===== src/rti_pkg.sv =====
// Package with the constants shared by the ray-triangle intersection files.
`timescale 1ns / 1ps
package rti_pkg;
   localparam int FIELD_W    = 60;
   localparam int DIST_FRAC  = 16;
   localparam int QUO_BITS   = 32;
   localparam int FIFO_DEPTH = 16;
   localparam int FIFO_AW    = 4;
   localparam int FIFO_CW    = 5;
endpackage


===== src/rti_fifo.sv =====
// Request queue between the front and back pipelines.
`timescale 1ns / 1ps
module rti_fifo import rti_pkg::*; #(
   parameter int WIDTH = 8
) (
   input  logic             clock,
   input  logic             reset,
   input  logic             push,
   input  logic [WIDTH-1:0] push_data,
   input  logic             pop,
   output logic             empty,
   output logic [WIDTH-1:0] head
);
   logic [WIDTH-1:0]   mem_ff [FIFO_DEPTH];
   logic [FIFO_AW-1:0] wr_ff, wr_in, rd_ff, rd_in;
   logic [FIFO_CW-1:0] cnt_ff, cnt_in;

   always_comb begin
      wr_in  = push ? wr_ff + 1'b1 : wr_ff;
      rd_in  = pop ? rd_ff + 1'b1 : rd_ff;
      cnt_in = cnt_ff + FIFO_CW'(push) - FIFO_CW'(pop);
   end

   always_ff @(posedge clock) begin
      if (reset) begin
         wr_ff  <= '0;
         rd_ff  <= '0;
         cnt_ff <= '0;
      end else begin
         wr_ff  <= wr_in;
         rd_ff  <= rd_in;
         cnt_ff <= cnt_in;
      end
   end

   always_ff @(posedge clock) begin
      if (push) begin
         mem_ff[wr_ff] <= push_data;
      end
   end

   assign empty = (cnt_ff == '0);
   assign head  = mem_ff[rd_ff];
endmodule


===== config.mk =====
export PLATFORM = sky130hd
export DESIGN_NAME = rti_fifo
export DESIGN_NICKNAME = d
export VERILOG_FILES = /design/src/rti_pkg.sv /design/src/rti_fifo.sv
export SDC_FILE = /design/constraint.sdc
export NUM_CORES = 1
export LEC_CHECK = 0
export BUFFER_PORTS_ARGS = -buffer_cell sky130_fd_sc_hd__buf_4
export CAP_MARGIN = 20
export CORE_MARGIN = 3
export CORE_UTILIZATION = 45
export DETAILED_ROUTE_END_ITERATION = 16
export SYNTH_ARGS = -nofsm -noshare
export SYNTH_HDL_FRONTEND = slang
export SYNTH_SLANG_ARGS = --single-unit

===== constraint.sdc =====
create_clock -name clock -period 5.4 [get_ports clock]
set_input_delay 1.62 -clock clock [delete_from_list [all_inputs] [get_ports clock]]
set_output_delay 1.62 -clock clock [all_outputs]
set_load 0.05 [all_outputs]

# Word level (Yosys, flattened, before mapping)
# Memories as Yosys holds them, arrays and structs flattened. A register that Yosys moved wholly into a read port is not among the register bits.
# Index checks and enable logic that the tools add are counted.
[word_totals] mem_bits_ro=0 output_inout_bits=9 reg_bits=13 wordCells=13 latch_bits=0 input_bits=12 ram_bits=128 memories=1
[op_classes] muxes=4 n_lt_le_gt_ge=0 shifts=0 div=0 eq_ne=0 addsub=4 multipliers=0 n_reduce_logical=1 n_bitwise=0
[mem_list] name="mem_ff" words=16 word_bits=8 read_ports=1 rd_clocked_by_memory_dff=1 write_ports=1 line_no="rti_fifo.sv:14" text="logic [WIDTH-1:0] mem_ff [FIFO_DEPTH];"
[ops] op="$add A4 B1 Y4 const B" count=2
[ops] op="$mux W4" count=2
[ops] op="$add A5 B1 Y5" count=1
[ops] op="$logic_not A5 Y1" count=1
[ops] op="$sub A5 B1 Y5" count=1
[ops] op="$mux W1" count=2

# Longest topological paths before layout
# Gate-level depths: netlist of the first run.
[depth] ltp_word=3 mapped_depth=9 mapped_depth_nobuf=9

# Least setup slack after synthesis of the first run
# No wires, ideal clock.
[synth_timing] path_kind="register to output" from="register cnt_ff[3]" to="output port empty" arrival_time_ns=2.090 t_required_ns=3.780 path_stages_with_launch=4 n_path_buf=0 path_slack_ns=1.690 path_cell_list="dfxtp_1 inv_1 ha_1 nor4b_1"
[synth_between] elab_chain_len=1
[synth_rtl] element="start: declaration" line_no="rti_fifo.sv:16" text="logic [FIFO_CW-1:0] cnt_ff, cnt_in;"
[synth_rtl] element="start signal: assignment" line_no="rti_fifo.sv:32" text="cnt_ff <= cnt_in;"
[synth_rtl] element="$logic_not A5 Y1" line_no="rti_fifo.sv:42" text="assign empty = (cnt_ff == '0);"
[synth_rtl] element="end: declaration" line_no="rti_fifo.sv:11" text="output logic empty,"
# Every way passes these cells.

==> reports/metrics.cfg, run 1 <==
[sta]
rsz0062_at_grt = false
whs_ps = 560
max_clock_freq_mhz = 237
tightestPinTransition_ps = 784
maxSlewViolCount = 0
layout_min_cycle_time_ps = 4210
fin_crit_sh_pct = 78.0
fin_skew_ps = 6.52
setup_violations = 0
final_hold_viol_count = 0
maxSlewHeadroom_pct = 47.5
tns_ps = 0

[global_routing]
grt_overflow = 0
grt_pass1_wl_um = 16700
grt_pass1_vias = 2974
antenna_found_initial = 0
grt_start_max_net_pins = 23
grt_usage_pct = 16.2

[critical_path]
cp.required_ps = 3780
cp_data_arrival_time_ps = 2590
r2r-start = cnt_ff[0]
slowest_delay_ps = 620
cp-end-kind = primary output
reg2reg_slack_ps = 3360
r2r.worst_path.cells = 9
critPathKind = register to primary output
cp_cell_sequence = buf_4, mux4_1, a22oi_1, nand2_1, buf_4
critPathSlowestCell = mux4_1
reg2reg_to = cnt_ff[4]
startpoint_type = register
crit_path_max_fanout = 20
crit_path_frequent_cell = buf_4

[power_and_ir_drop]
clkPwrFrac_pct = 44.4
p_comb_share_pct = 10.3
switching_share_pct = 22.0
power_density_nw_per_um2 = 421
vdd.ir_drop.worst_mv = 0.266
power_frac_seq_pct = 45.2
power.leakage_nw = 2.27
p_switching_mw = 0.620
total_power_mw = 2.81
p_int_mw = 2.19

[yosys]
synth_flop_cell = edfxtp_1
synth-seq-area-share_pct = 72.6
ys_async_sr_fraction_pct = 0
synth_area_um2 = 5760
synth-edff-count = 128
synthesis.instances = 294
synth_warnings = 0
ys_types = 31
avgSynthCellArea_um2 = 19.6
syn-num-nets = 318
ys_seq_elements = 145

[clock_tree]
cts-resized-gates = 0
clk_pin_slew_ps = 60
cts_buffers = 17
cts_root_buffer = clkbuf_16
h-tree-depth = 4
clkSinkCount = 145
hold_buffers = 0
tritoncts = done
cts_setup_buffers = 0
cts.path.max_buffers = 2
insertion_delay_ps = 410

[die]
io_pins = 21
core_um2 = 12300
die_h_um = 119
row_count = 40
die_width_um = 119
die-area_um2 = 14200
start_util_pct = 47.0

[placed_design]
dpl.hpwl_um = 6730
routabilityCongestion = 0.696
port_buffers = 20

[finish]
drive_gt1_share_pct = 21.4
antenna_cells = 0
nets = 347
syn_to_final_growth_pct = 16.1

[detailed_routing]
drcViolationCount = 0
wl_um = 10400
drt-initial-drc-count = 198
num_vias = 2704
via_per_inst = 5.37
wl_per_cell_um = 20.7
dr.pass1.iters = 4
ant_nets = 0

[run]
cap_violations = 0

[status]
outcome = complete, no violations

[worst_hold_path]
min_path_type = register to register
min_from = rd_ff[1]
worstHoldPathCells = 2

[placed cells by master, fill, tap and decap left out, types with 4 or more instances in the layout]
| master | instances |
|---|---|
| xnor2_1 | 4 |
| xor2_1 | 5 |
| ha_1 | 11 |
| and2_1 | 17 |
| nand2_1 | 11 |
| dfxtp_1 | 16 |
| bufinv_16 | 5 |
| buf_4 | 22 |
| mux4_1 | 14 |
| a22oi_1 | 16 |
| nor2_1 | 14 |
| clkbuf_16 | 17 |
| inv_1 | 8 |
| mux4_2 | 18 |
| edfxtp_1 | 128 |
[synthesized netlist by cell type, drive strengths merged, types with 2 or more instances]
library cell	instances	area, um^2
and2	17	106
mux4	32	773
xnor2	4	35.0
a22oi	16	120
xor2	5	43.8
nand2	11	41.3
ha	11	138
a21oi	3	15.0
mux2i	2	20.0
edfxtp	128	3840
nor2b	3	18.8
clkdlybuf4s25	3	30.0
nand4	2	12.5
dfxtp	17	340
nor2	14	52.6
buf	7	55.1
clkbuf	2	7.51
inv	8	30.0
[flip-flops by register name, summed over array words and instances (netlist names), named ones only]
register	count
cnt_ff	5
mem_ff	128
rd_ff	4
wr_ff	4
[critical path: cells and delay by family (launching register included)]
kind,cells,cell delay (ps)
flops,1,590
buf+inv,2,640
simple gates,1,110
mux,1,620
compound gates,1,210
[logic make-up after synthesis]
logic type,count (synthesis),share of synthesized area (%)
buf+inv,20,2.13
simple gates,53,4.80
fa+ha+maj,12,2.74
mux,34,13.8
compound gates,21,2.56
flops,145,72.6
xor+xnor,9,1.37
[per-stage QoR]
stage | setup slack [ps] | instance area, um^2 | utilization [%] | std cells
2_1_floorplan | 1690 | 5760 | - | 294
3_3_place_gp | 1570 | 6040 | 49.3 | 472
3_5_place_dp | 1580 | 6040 | 49.3 | 472
4_1_cts | 1130 | 6690 | 54.5 | 504
5_1_grt | 947 | 6690 | 54.5 | 504
6_report | 1190 | 6690 | 54.5 | 504
[routing by layer]
metal	GRT usage, %	vias to the layer above	routed length, um	share of wire, %
li1	-	1236	-	-
met3	4.99	14	441	4.2
met4	6.52	0	176	1.7
met1	20.6	1384	4520	43
met2	26.1	70	5300	51
met5	0	-	0	0
[worst max path at each step]
stage / startpoint / endpoint
global route: register / head[3]
detailed placement: register / head[3]
floorplan: cnt_ff[3] / empty
finish: register / head[4]
CTS: register / head[7]
global placement: register / head[7]
[cell type report]
| type | instances | area (um^2) |
|---|---|---|
| Multi-Input combinational cell | 129 | 1450 |
| Clock buffer | 18 | 429 |
| Sequential cell | 145 | 4190 |
| Fill cell | 952 | 5570 |
| Timing Repair Buffer | 22 | 165 |
| Inverter | 8 | 30.0 |
| Clock inverter | 14 | 214 |
| Tap cell | 168 | 210 |
[power groups by stage]
| stage | Clock [mW] | Sequential (mW) | Combinational, mW |
|---|---|---|---|
| 6_report | 1.25 | 1.27 | 0.290 |
| 5_1_grt | 1.33 | 1.28 | 0.322 |
| 4_1_cts | 1.28 | 1.27 | 0.295 |
| 3_5_place_dp | 0 | 1.30 | 0.295 |
| 3_3_place_gp | 0 | 1.30 | 0.286 |
| 2_1_floorplan | 0 | 1.28 | 0.224 |
Note: power is estimated with default switching activity, not from simulation.
==> inputs of run 2 (changes only) <==
Clock period 5.4 ns to 4.4 ns, I/O delays scaled along.
==> reports/metrics.cfg, run 2 (synthesis results as in run 1) <==
[clock_tree]
hold_buffers = 0  ; unchanged
cts-resized-gates = 0  ; unchanged
insertion_delay_ps = 410  ; about the same
tritoncts = done
clkSinkCount = 145  ; unchanged
clk_pin_slew_ps = 60  ; about the same
cts.path.max_buffers = 2  ; unchanged
cts_root_buffer = clkbuf_16
cts_buffers = 17  ; unchanged
h-tree-depth = 4  ; unchanged
cts_setup_buffers = 0  ; unchanged

[critical_path]
crit_path_max_fanout = 16  ; -20%
cp_num_buf_inv = 2  ; unchanged
crit_family = flip-flops
cp_data_arrival_time_ps = 2280  ; -310 ps
crit_path_frequent_cell = buf_4
cp_cell_sequence = buf_4, mux4_1, a22oi_1, nand2_1, buf_4
cp-end-kind = primary output
critPathSlowestCell = dfxtp_1
cp.required_ps = 3080  ; -700 ps
slowest_delay_ps = 640  ; +20 ps
critPathKind = register to primary output
startpoint_type = register

[sta]
final_hold_viol_count = 0  ; unchanged
maxSlewViolCount = 0  ; unchanged
setup_violations = 0  ; unchanged
max_clock_freq_mhz = 277
maxSlewHeadroom_pct = 48.3  ; +0.72 points
tightestPinTransition_ps = 773  ; -10.8 ps
fin_skew_ps = 10.6  ; +4.13 ps
tns_ps = 0  ; unchanged
layout_min_cycle_time_ps = 3600
whs_ps = 541  ; -19.5 ps
rsz0062_at_grt = false
fin_crit_sh_pct = 81.9

[finish]
regMostFlops = mem_ff
drive_gt1_share_pct = 21.6  ; +0.17 points
syn_to_final_growth_pct = 16.0  ; about the same
layout_commonest_cell = edfxtp_1
antenna_cells = 0  ; unchanged
num-fill-cells = 972  ; +2.1%
largest_reg_flops = 128  ; unchanged
largest_registers = mem_ff x128, cnt_ff x5
nets = 349  ; +0.58%
most-common-layout-cells = 128 x edfxtp_1, 24 x buf_4, 18 x mux4_2

[die]
core_um2 = 12300  ; unchanged
die_h_um = 119  ; unchanged
die-area_um2 = 14200  ; unchanged
io_pins = 21  ; unchanged
start_util_pct = 47.0  ; unchanged
row_count = 40  ; unchanged
die_width_um = 119  ; unchanged

[worst_hold_path]
min_path_type = register to register

[detailed_routing]
drcViolationCount = 0  ; unchanged
drt-initial-drc-count = 220  ; +11%
dr.pass1.iters = 5  ; +1
num_vias = 2685  ; -0.70%
wl_per_cell_um = 20.8  ; +0.59%
via_per_inst = 5.31  ; -1.1%
wl_um = 10500  ; +0.99%
ant_nets = 0  ; unchanged

[run]
cap_violations = 0  ; unchanged

[global_routing]
grt_pass1_wl_um = 16700  ; +0.17%
grt_pass1_vias = 2903  ; -2.4%
grt_start_max_net_pins = 19  ; -17%
antenna_found_initial = 0  ; unchanged
grt_overflow = 0  ; unchanged
grt_usage_pct = 16.3  ; +0.047 points

[power_and_ir_drop]
power_density_nw_per_um2 = 511  ; +21%
power.leakage_nw = 2.28  ; +0.49%
vdd.ir_drop.worst_mv = 0.392  ; +47%

[placed_design]
port_buffers = 20  ; unchanged
routabilityCongestion = 0.714  ; +2.6%
dpl.hpwl_um = 6900  ; +2.5%

[status]
outcome = complete, no violations

run 2: tightest hold or removal path: stages (launching register included):
cell and delay (ps):
dfxtp_1 320, xor2_1 70, nor2_1 120
run 2: final timing paths:
path	cells after the start	startpoint	to	slack [ps]
worst max-delay path	5	register	head[4]	800
worst min-delay path	2	rd_ff[3]	register	540
worst max register to register	9	cnt_ff[0]	cnt_ff[4]	2360
worst min register to register	2	rd_ff[3]	register	540
run 2: routing by layer:
metal  GRT usage (%)  share of wire [%]
met4            4.85               0.99
met5               0                  0
met1            21.9                 45
met2            25.6                 50
met3            4.99                4.4
run 2: through the flow:
step	worst slack [ps]	instance area (um^2)	cells	power (mW)	utilization (%)
3_3_place_gp	1160	6060	474	1.95	49.4
4_1_cts	719	6680	506	3.44	54.5
3_5_place_dp	1160	6060	474	1.95	49.4
2_1_floorplan	990	5760	294	1.85	-
6_report	795	6680	506	3.41	54.5
5_1_grt	655	6680	506	3.55	54.5
run 2: area by class of cell:
| cell class | instances | area, um^2 | share of cell area [%] |
|---|---|---|---|
| sequential | 145 | 4190 | 62.6 |
| multi-input combinational | 129 | 1450 | 21.8 |
| clock buffer | 21 | 460 | 6.89 |
| clock inverter | 11 | 161 | 2.42 |
| timing repair buffer | 24 | 180 | 2.70 |
| tap | 168 | 210 | 3.15 |
| inverter | 8 | 30.0 | 0.449 |
run 2: power breakdown:
group | internal [mW] | switching (mW) | total [mW]
clock | 0.975 | 0.520 | 1.49
sequential | 1.53 | 0.0206 | 1.55
combinational | 0.156 | 0.208 | 0.364
total | 2.66 | 0.748 | 3.41
